File: config.mk
export PLATFORM = sky130hd
export DESIGN_NAME = pslg_ctrl
export DESIGN_NICKNAME = d
export VERILOG_FILES = /design/src/pi_speed_loop_dynamic_gain_assert.svh /design/src/pslg_pkg.sv /design/src/pslg_ctrl.sv
export SDC_FILE = /design/constraint.sdc
export NUM_CORES = 1
export LEC_CHECK = 0
export BUFFER_PORTS_ARGS = -buffer_cell sky130_fd_sc_hd__buf_2
export CAP_MARGIN = 25
export CORE_AREA = 8 8 45 47
export CTS_BUF_LIST = sky130_fd_sc_hd__clkbuf_4
export CTS_CLUSTER_SIZE = 12
export DETAILED_ROUTE_END_ITERATION = 6
export DIE_AREA = 0 0 53 55
export PLACE_DENSITY = 0.82
export SKIP_LAST_GASP = 1
export SLEW_MARGIN = 20
export SYNTH_ARGS = -nofsm -noshare
export SYNTH_HDL_FRONTEND = slang
export SYNTH_SLANG_ARGS = --single-unit
File: constraint.sdc
create_clock -name clk_i -period 2.2 [get_ports clk_i]
set_clock_uncertainty 0.1 [all_clocks]
set_input_delay 0.44 -clock clk_i [delete_from_list [all_inputs] [get_ports clk_i]]
set_output_delay 0.44 -clock clk_i [all_outputs]
set_load 0.05 [all_outputs]
File: src/pi_speed_loop_dynamic_gain_assert.svh
// ---------------------------------------------------------------------------
// Assertion macros for the PI speed loop
// Short forms for clocked, reset-qualified implication properties.
// ---------------------------------------------------------------------------
`ifndef PI_SPEED_LOOP_DYNAMIC_GAIN_ASSERT_SVH
`define PI_SPEED_LOOP_DYNAMIC_GAIN_ASSERT_SVH

// Consequent must hold in the same cycle as the antecedent.
`define PSLG_ASSERT_IMPL(lbl, clk, rstn, ante, cons) \
  lbl: assert property (@(posedge clk) disable iff (!rstn) (ante) |-> (cons)) \
    else $error("pslg assertion failed: same-cycle check");

// Consequent must hold in the cycle after the antecedent.
`define PSLG_ASSERT_NEXT(lbl, clk, rstn, ante, cons) \
  lbl: assert property (@(posedge clk) disable iff (!rstn) (ante) |=> (cons)) \
    else $error("pslg assertion failed: next-cycle check");

`endif

File: src/pslg_pkg.sv
// ---------------------------------------------------------------------------
// pslg_pkg
// Shared widths, register indexes, reset values and control structs.
// ---------------------------------------------------------------------------
package pslg_pkg;

  // Field widths.
  localparam int unsigned SpeedW = 24;
  localparam int unsigned ErrW   = SpeedW + 1;
  localparam int unsigned GainW  = 16;
  localparam int unsigned FgeW   = 23;
  localparam int unsigned PerW   = 16;
  localparam int unsigned DutyW  = 16;
  localparam int unsigned IntegW = 40;
  localparam int unsigned CfgIdxW  = 3;
  localparam int unsigned CfgDataW = 23;

  // The interpolated gain step is below 2^16, so the divider needs 16 steps.
  localparam int unsigned DivSteps = GainW;
  localparam int unsigned DivCntW  = $clog2(DivSteps);

  // Reset values of the configuration registers.
  localparam logic [GainW-1:0] BaseGainRst = 16'd1280;
  localparam logic [GainW-1:0] MaxGainRst  = 16'd25600;
  localparam logic [FgeW-1:0]  FgeRst      = 23'd12800;
  localparam logic [GainW-1:0] IntGainRst  = 16'd2560;
  localparam logic [PerW-1:0]  PeriodRst   = 16'd655;
  localparam logic [DutyW-1:0] DutyLowRst  = 16'hE4A8;  // -7000
  localparam logic [DutyW-1:0] DutyHighRst = 16'h1B58;  // +7000

  // Configuration register indexes.
  typedef enum logic [CfgIdxW-1:0] {
    REG_BASE_GAIN       = 3'd0,
    REG_MAX_GAIN        = 3'd1,
    REG_FULL_GAIN_ERROR = 3'd2,
    REG_INTEGRAL_GAIN   = 3'd3,
    REG_SAMPLE_PERIOD   = 3'd4,
    REG_DUTY_LOW        = 3'd5,
    REG_DUTY_HIGH       = 3'd6
  } pslg_reg_e;

  // Commands from the sequencer to the datapath.
  typedef struct packed {
    logic load;      // capture the speeds of a new item
    logic prep;      // gain select, divider set-up, Ki*T product
    logic div_step;  // one restoring division step
    logic gain;      // form the gain and the integral product
    logic pmul;      // proportional product and integral increment
    logic tent;      // saturated tentative integral
    logic test;      // anti-windup test and commit
    logic sum;       // duty sum from the committed integral
    logic emit;      // clamp, truncate and load the result register
  } pslg_cmd_t;

  // Status from the datapath to the sequencer.
  typedef struct packed {
    logic div_last;  // current division step is the final one
  } pslg_st_t;

endpackage

File: src/pslg_ctrl.sv
// ---------------------------------------------------------------------------
// pslg_ctrl
// Sequencer: steps one item through the datapath and owns the handshakes.
// ---------------------------------------------------------------------------
module pslg_ctrl (
  input  logic                clk_i,
  input  logic                rst_ni,
  input  logic                in_valid_i,
  output logic                in_ready_o,
  output logic                out_valid_o,
  input  logic                out_ready_i,
  input  pslg_pkg::pslg_st_t  st_i,
  output pslg_pkg::pslg_cmd_t cmd_o
);

  typedef enum logic [8:0] {
    S_IDLE = 9'b000000001,
    S_PREP = 9'b000000010,
    S_DIV  = 9'b000000100,
    S_GAIN = 9'b000001000,
    S_PMUL = 9'b000010000,
    S_TENT = 9'b000100000,
    S_TEST = 9'b001000000,
    S_SUM  = 9'b010000000,
    S_OUT  = 9'b100000000
  } state_e;

  state_e state_q, state_d;
  logic   out_valid_q, out_valid_d;
  logic   out_free;

  // The result register can take a new item once it is empty or being drained.
  assign out_free   = !out_valid_q || out_ready_i;
  assign in_ready_o = (state_q == S_IDLE);
  assign out_valid_o = out_valid_q;

  // Next state and command decode.
  always_comb begin
    state_d = state_q;
    cmd_o   = '0;
    unique case (state_q)
      S_IDLE: begin
        if (in_valid_i) begin
          cmd_o.load = 1'b1;
          state_d    = S_PREP;
        end
      end
      S_PREP: begin
        cmd_o.prep = 1'b1;
        state_d    = S_DIV;
      end
      S_DIV: begin
        cmd_o.div_step = 1'b1;
        if (st_i.div_last) begin
          state_d = S_GAIN;
        end
      end
      S_GAIN: begin
        cmd_o.gain = 1'b1;
        state_d    = S_PMUL;
      end
      S_PMUL: begin
        cmd_o.pmul = 1'b1;
        state_d    = S_TENT;
      end
      S_TENT: begin
        cmd_o.tent = 1'b1;
        state_d    = S_TEST;
      end
      S_TEST: begin
        cmd_o.test = 1'b1;
        state_d    = S_SUM;
      end
      S_SUM: begin
        cmd_o.sum = 1'b1;
        state_d   = S_OUT;
      end
      S_OUT: begin
        if (out_free) begin
          cmd_o.emit = 1'b1;
          state_d    = S_IDLE;
        end
      end
      default: begin
        state_d = S_IDLE;
      end
    endcase
  end

  // Output valid flag follows loads and drains of the result register.
  always_comb begin
    out_valid_d = out_valid_q;
    if (cmd_o.emit) begin
      out_valid_d = 1'b1;
    end else if (out_ready_i) begin
      out_valid_d = 1'b0;
    end
  end

  always_ff @(posedge clk_i or negedge rst_ni) begin
    if (!rst_ni) begin
      state_q     <= S_IDLE;
      out_valid_q <= 1'b0;
    end else begin
      state_q     <= state_d;
      out_valid_q <= out_valid_d;
    end
  end

endmodule

==> results.cfg, run 1 <==
[cts]
insertion_delay_ns = 0.27
cts_max_level = 1
numCtsBuffers = 3
cts_tree = done
clk_pin_slew_ns = 0.07
clockBufferDepth = 2
cts_root_buf = clkbuf_4
cts.sink_count = 10

[route]
drt_wl_total_mm = 1.72
wire_per_inst_um = 15.6
via_per_inst = 5.40
drt_first_pass_iters = 4
drtIter0Drc = 13
vias = 594
drc = 0
ant_nets = 0

[run_status]
violations = setup timing
status = finished with violations

[setup_path]
cp-endpoint = cmd_o[0]
reg2reg_depth = 6
worstPathRequired_ns = 1.66
crit_fanout = 3
cp_top_family = simple AND/OR/NAND/NOR gates
ff2ff_setup_slack_ns = 0.32
cp.depth = 5
worstPathArrival_ns = 1.97
endpoint_kind = primary output
crit_path_cell_trace = nor4_4 > nand2_2 > or4b_4 > nor2b_2 > buf_6
path_buf_inv = 1
path_class = flop to primary output
r2r_start = state_q[0]
crit_start = state_q[3]
slowest_delay_ns = 0.52
critPathLaunchType = flop
slowest_stage = or4b_4
reg2reg_to = state_q[0]

[final_layout]
mostFrequentLayoutCells = 16 x buf_4, 6 x nor2_1, 6 x buf_2, 6 x dfrtp_1, 6 x buf_6
final_util_pct = 71.4
area_growth_syn_to_layout_pct = 67.4
fill_cells = 98
n_antenna_cell = 0
drive_gt1_share_pct = 62.8
mostFrequentLayoutCell = buf_4
num-nets-final = 100

[global_routing]
grt-ovfl-total = 0
track_usage_pct = 13.9
grt_max_degree = 11
grt_pass1_wl_mm = 2.88
antenna_found_initial = 0
grt_pass1_vias = 654

[pwr]
p_per_area_nw_per_um2 = 1120
p_leak_nw = 0.479
finalPower_mw = 1.10
peakVddDrop_v = 0.00102

[placed_design]
gp_congestion = 0.933
hpwl_mm = 1.16
portBuffers = 15
place_ws_ns = -0.0204

[synthesis]
syn_nets = 65
seq_area_frac_synth_pct = 42.6
synth-seq-cells = 10
synth_area_um2 = 591
syn_avg_cell_area_um2 = 9.84
synth.distinct_cells = 28
ys_warn_count = 0
synth_cells = 60

[floorplan]
design.portCount = 16
coreArea_um2 = 1380
die_w_um = 53
dieArea_um2 = 2920
initial_core_util_pct = 42.7
fp-row-count = 14
die_y_um = 55

[sta]
hold_violations = 0
rsz0062_at_grt = true
max_freq_mhz = 399
slew_viol_final = 0
period_share_pct = 114
setup_viol = 4
fin_ws_ns = -0.306
relSlewSlack_pct = 83.1
min_period_ns = 2.51
worstMarginPinSlew_ns = 0.252

[job]
maxCapViolCount = 0

[worst_hold_path]
hold_path.class = primary input to flop
## cell usage after synthesis
cell	instances	area, um2
a21o_1	1	7.51
a311oi_1	1	8.76
a31o_2	1	8.76
and2_1	2	12.5
and4b_1	3	30.0
and4b_2	1	11.3
buf_4	3	22.5
dfrtp_1	9	225
dfstp_2	1	26.3
inv_1	4	15.0
nand2_1	2	7.51
nand2_2	1	6.26
nand2b_1	3	18.8
nand3_1	1	5.00
nand4b_1	1	8.76
nor2_1	7	26.3
nor2b_1	1	6.26
nor3_1	3	15.0
nor3b_1	2	15.0
nor4_1	3	18.8
nor4_4	1	21.3
o21ai_0	2	10.0
o21ai_2	1	8.76
o32ai_1	1	8.76
or3_1	1	6.26
or3b_2	2	17.5
or4b_4	1	13.8
xnor2_1	1	8.76
## sequential cells by signal, indices dropped and copies added, names as in the netlist
register and flops:
state_q 9, out_valid_o 1
## worst register-to-register path: stages, from the launching register on
cell     delay, ns
dfstp_2       0.62
nor3_4        0.08
buf_4         0.14
and4b_2       0.24
buf_4         0.14
a31o_2        0.21
o32ai_1       0.24
## per-layer routing
layer	wire length (um)	global-route usage [%]	vias up
li1	-	-	286
met1	699	13.7	280
met2	854	23.4	22
met3	110	5.08	6
met4	51	11.2	0
met5	0	0	-
## timing repair
action                                  4_1_cts  5_1_grt
pin swaps                                     3        5
hold buffers                                  1        0
gates resized for setup                      25       12
cloned                                        0        0
endpoints found under the setup margin       10       10
buffers inserted                              2        4
hold endpoints to repair                      9        0
## worst min path at each step
stage,startpoint,slack (ns),end,cells past startpoint
finish,in_valid_i,0.24,state_q[0],2
global route,in_valid_i,0.23,state_q[0],2
CTS,in_valid_i,0.24,state_q[0],2
detailed placement,rst_ni,0.21,state_q[5],1
global placement,rst_ni,0.21,state_q[5],1
floorplan,rst_ni,0.04,out_valid_o,0
## report_power, final
| group | total, mW | internal [mW] | leakage (nW) | switching (mW) |
|---|---|---|---|---|
| logic | 0.701 | 0.346 | 0.333 | 0.355 |
| registers | 0.269 | 0.221 | 0.130 | 0.0484 |
| clock network | 0.132 | 0.0657 | 0.0154 | 0.0662 |
| total | 1.10 | 0.633 | 0.479 | 0.470 |
## metrics by stage
stage | hold WS [ns] | setup TNS [ns] | cell area (um2) | instances
final | 0.238 | -0.830 | 988 | 110
after global routing | 0.226 | -1.14 | 988 | 110
after CTS | 0.235 | -0.662 | 928 | 108
after detailed placement | 0.207 | -0.0204 | 781 | 101
after global placement | 0.209 | -0.00631 | 781 | 101
after floorplan | 0.0444 | -0.0654 | 611 | 60
## cells by family (layout without fill, tap and decap cells)
logic type	after synthesis	after routing	synth area share (%)
AO/OA/AOI/OAI	7	7	8.90
XOR/XNOR	1	1	1.48
AND/OR/NAND/NOR	35	35	40.7
flip-flops	10	10	42.6
buffers and inverters	7	41	6.35
## final cells by class
class	count	area (um2)	share of cell area (%)
clock buffer	3	22.5	2.28
clock inverter	1	3.75	0.380
inverter	4	18.8	1.90
multi-input combinational	43	380	38.5
sequential	10	255	25.8
tap	16	20.0	2.03
timing repair buffer	33	288	29.1
(Power assumes the default switching activity.)
==> run 2: changes to the inputs <==
ABC_AREA = 1   (was default)
CORE_AREA = default   (was 8 8 45 47)
CORE_MARGIN = 8   (was default)
CORE_UTILIZATION = 48   (was default)
CTS_CLUSTER_SIZE = default   (was 12)
DIE_AREA = default   (was 0 0 53 55)
PLACE_DENSITY = 0.86   (was 0.82)
SKIP_CTS_REPAIR_TIMING = 1   (was default)
==> results.cfg, run 2 <==
[pwr]
peakVddDrop_v = 0.000639
p_leak_nw = 0.517
p_per_area_nw_per_um2 = 1170
finalPower_mw = 0.867

[global_routing]
use_met2_pct = 19.0
grt-ovfl-total = 0
grt_use_met1_pct = 10.9
antenna_found_initial = 0
grt_use_met3_pct = 1.99
grt_max_degree = 11
top_usage_layer = met2
track_usage_pct = 10.9
grt_pass1_vias = 566
grt_pass1_wl_mm = 2.24

[floorplan]
dieArea_um2 = 2720
design.portCount = 16
die_y_um = 52.2
initial_core_util_pct = 49.5
coreArea_um2 = 1270
die_w_um = 52.2
fp-row-count = 13

[final_layout]
mostFrequentLayoutCells = 24 x inv_1, 18 x nand2_1, 17 x nor2_1
drive_gt1_share_pct = 24.3
largest_register = state_q
area_growth_syn_to_layout_pct = 17.5
largest_reg_flops = 9
n_antenna_cell = 0
mostFrequentLayoutCell = inv_1
num-nets-final = 117

[worst_hold_path]
whs_endpoint = out_valid_o
hold_path.class = primary input to flop
whs_path_depth = 2
hp-start = out_ready_i

[route]
via_per_inst = 4.71
drc = 0
drtIter0Drc = 15
drt_first_pass_iters = 4
ant_nets = 0
drt_wl_total_mm = 1.38
vias = 594
wire_per_inst_um = 11.0

[setup_path]
r2r_start = state_q[5]
reg2reg_depth = 8
worstPathArrival_ns = 1.55
path_class = flop to primary output
endpoint_kind = primary output
worstPathRequired_ns = 1.66
critPathLaunchType = flop
ff2ff_setup_slack_ns = 0.81
crit_fanout = 4
reg2reg_to = state_q[3]

[placed_design]
hpwl_mm = 1.14
gp_congestion = 0.836
portBuffers = 15

[synthesis]
syn_nets = 99
synth.distinct_cells = 16
synth_most_common_cell = inv_1
yosys.area.top_type_share_pct = 35.9
synth_edf_count = 0
synth_cells = 94
synth_common_cells = 24 x inv_1, 18 x nand2_1, 17 x nor2_1
seq_area_frac_synth_pct = 40.0
ys_warn_count = 0
synth-seq-cells = 10
synth_area_um2 = 628
yosys.area.top_type = dfrtp_1
syn_avg_cell_area_um2 = 6.68
synthTopCellsByArea = dfrtp_1 36%, inv_1 14%, nand2_1 11%
async_reset_ff_share_pct = 100
ys.flop_type = dfrtp_1

[sta]
setup_viol = 0
rsz0062_at_grt = false
max_freq_mhz = 477
period_share_pct = 95.2
setup_tns_ns = 0
slew_viol_final = 0
worstMarginPinSlew_ns = 0.322
hold_violations = 0
relSlewSlack_pct = 78.4
min_period_ns = 2.09

[cts]
insertion_delay_ns = 0.27
numCtsBuffers = 3
cts_root_buf = clkbuf_4
cts_tree = done
cts_max_level = 1
clockBufferDepth = 2
clk_pin_slew_ns = 0.07
cts.sink_count = 10

[run_status]
status = completed

[job]
maxCapViolCount = 0
## run 2: cell types whose count changed after synthesis, sizes merged, moves of 3 or more
| cell | delta |
|---|---|
| nor4 | -4 |
| nand2b | -3 |
| nand3 | +5 |
| nand2 | +17 |
| inv | +20 |
| nor2 | +15 |
| and4b | -4 |
## run 2: worst max-delay path, stage by stage (launching register included)
cell and delay (ns):
dfrtp_1 0.42, nor3_1 0.33, nand3_1 0.20, inv_1 0.08, buf_2 0.26
## run 2: layer usage
layer | wire, um | share of wire [%]
met5 | 0 | 0
met4 | 44 | 3.2
met3 | 41 | 3.0
met2 | 727 | 53
met1 | 567 | 41
## run 2: worst max path at each step
stage | start | end | slack [ns] | cells after the start
2_1_floorplan | state_q[0] | cmd_o[8] | 0.15 | 4
3_3_place_gp | state_q[1] | cmd_o[5] | 0.42 | 4
3_5_place_dp | state_q[5] | cmd_o[8] | 0.39 | 6
4_1_cts | state_q[5] | cmd_o[8] | 0.09 | 6
5_1_grt | state_q[5] | cmd_o[8] | 0.02 | 6
6_report | state_q[1] | cmd_o[5] | 0.11 | 4
## run 2: cells by family (layout without fill, tap and decap cells)
group	count (synthesis)	in the layout	synth area share [%]
AND/OR/NAND/NOR	54	54	39.6
buffers and inverters	27	44	17.9
flip-flops	10	10	40.0
AO/OA/AOI/OAI	3	3	2.39
## run 2: metrics by stage
stage	area, um2	std cells	utilization, %	hold slack (ns)	worst slack [ns]
global route	738	126	58.2	0.291	0.0215
floorplan	628	94	-	0.0444	0.153
global placement	699	121	55.1	0.209	0.425
CTS	726	125	57.2	-0.0811	0.0914
detailed placement	699	121	55.1	0.210	0.387
finish	738	126	58.2	0.285	0.106
## run 2: final cells by class
cell class | instances | area [um2]
clock buffers | 3 | 22.5
inverters | 24 | 90.1
multi-input cells | 57 | 264
well taps | 15 | 18.8
flip-flops and latches | 10 | 251
fillers | 121 | 531
repair buffers | 16 | 87.6
clock inverters | 1 | 3.75
## run 2: report_power, final
group	switching, mW	internal [mW]	total [mW]
Combinational	0.334	0.137	0.471
Clock	0.0651	0.0657	0.131
Sequential	0.0368	0.229	0.266
==> run 3: changes to the inputs <==
ABC_AREA = default   (was 1)
CORE_AREA = 8 8 45 47   (was default)
CORE_MARGIN = default   (was 8)
CORE_UTILIZATION = default   (was 48)
DIE_AREA = 0 0 53 55   (was default)
PLACE_DENSITY = 0.82   (was 0.86)
==> results.cfg, run 3 (synthesis gave the netlist of run 1 again) <==
[pwr]
switching_share_pct = 43.2
power.share.clock_pct = 12.9
p_per_area_nw_per_um2 = 1120
switching_power_mw = 0.445
p_int_mw = 0.584
peakVddDrop_v = 0.000853
p_leak_nw = 0.456
p_seq_share_pct = 25.1
pwr-share-comb_pct = 62.0

[final_layout]
largest_register = state_q
largest_reg_flops = 9
stdcell_area_um2 = 916
seq_area_um2 = 253
final_util_pct = 66.2
fin_cells = 108
mostFrequentLayoutCells = 15 x buf_4, 9 x buf_2, 8 x dfrtp_1
fill_cells = 112
drive_gt1_share_pct = 55.4
multiInputGateArea_um2 = 352
area_growth_syn_to_layout_pct = 55.1
num-nets-final = 98
mostFrequentLayoutCell = buf_4
n_antenna_cell = 0

[route]
drtIter0Drc = 17
ant_nets = 0
vias = 604
drt_wl_total_mm = 1.63
wire_per_inst_um = 15.1
drt_first_pass_iters = 4
via_per_inst = 5.59
drc = 0

[worst_hold_path]
hold_path.class = primary input to flop

[global_routing]
grt_max_degree = 11
grt_pass1_wl_mm = 2.62
antenna_found_initial = 0
grt_pass1_vias = 628
use_met2_pct = 19.9
track_usage_pct = 12.6
grt_use_met1_pct = 12.4
top_usage_layer = met2
grt-ovfl-total = 0
grt_use_met3_pct = 5.08

[setup_path]
endpoint_kind = primary output
worstPathArrival_ns = 1.96
crit_fanout = 3
worstPathRequired_ns = 1.66
critPathLaunchType = flop
path_class = flop to primary output

[run_status]
status = finished with violations
violations = setup timing

[placed_design]
dp.cells = 101
portBuffers = 15
hpwl_mm = 1.16
gp_congestion = 0.933
post_dp_cell_area_um2 = 781

[job]
maxCapViolCount = 0

[cts]
cts.sink_count = 10
numCtsBuffers = 3
cts_max_level = 1
insertion_delay_ns = 0.27
cts_tree = done
cts_root_buf = clkbuf_4
clk_pin_slew_ns = 0.07
clockBufferDepth = 2

[sta]
slew_viol_final = 0
rsz0062_at_grt = true
period_share_pct = 114
whs_ns = 0.237
max_freq_mhz = 399
relSlewSlack_pct = 81.7
fin_ws_ns = -0.305
hold_violations = 0
worstMarginPinSlew_ns = 0.274
min_period_ns = 2.50
setup_viol = 6

[floorplan]
die_w_um = 53
coreArea_um2 = 1380
initial_core_util_pct = 42.7
fp-row-count = 14
die_y_um = 55
dieArea_um2 = 2920
design.portCount = 16
-- run 3: final cells by class --
type | count | area share (%)
clock inverters | 1 | 0.410
multi-input cells | 43 | 38.4
flip-flops and latches | 10 | 27.6
clock buffers | 3 | 2.46
inverters | 4 | 2.05
well taps | 16 | 2.19
repair buffers | 31 | 26.9
-- run 3: path summary, 6_finish.rpt --
| path | slack (ns) | depth (start not counted) | to | startpoint |
|---|---|---|---|---|
| max in group asynchronous | 1.31 | 2 | state_q[0] | rst_ni |
| worst min register to register | 0.47 | 2 | out_valid_o | out_valid_o |
| worst max register to register | 0.39 | 8 | state_q[2] | state_q[3] |
| worst min-delay path | 0.24 | 2 | state_q[0] | in_valid_i |
| worst max-delay path | -0.30 | 5 | cmd_o[0] | state_q[3] |
| min in group asynchronous | 0.44 | 2 | state_q[8] | rst_ni |
-- run 3: per-layer routing --
layer | vias to the layer above | wire [um]
li1 | 278 | -
met1 | 297 | 650
met2 | 25 | 840
met3 | 4 | 94
met4 | 0 | 42
met5 | - | 0
-- run 3: worst max-delay path: stages, from the launching register on --
cell     delay (ns)
dfrtp_1        0.41
nor4_4         0.32
nand2_2        0.10
or4b_4         0.49
nor2b_1        0.18
buf_6          0.18
-- run 3: power groups by stage --
stage | combinational, mW | clock (mW) | sequential, mW
after floorplan | 0.345 | 0 | 0.253
after global placement | 0.485 | 0 | 0.250
final | 0.638 | 0.133 | 0.258
after global routing | 0.688 | 0.151 | 0.263
after CTS | 0.498 | 0.135 | 0.249
after detailed placement | 0.496 | 0 | 0.253
-- run 3: through the flow --
stage	setup slack, ns	TNS [ns]	power [mW]
after global placement	-0.00631	-0.00631	0.735
after global routing	-0.367	-1.83	1.10
final	-0.305	-0.953	1.03
after CTS	-0.328	-1.92	0.883
after detailed placement	-0.0204	-0.0204	0.749
after floorplan	-0.0335	-0.0654	0.598
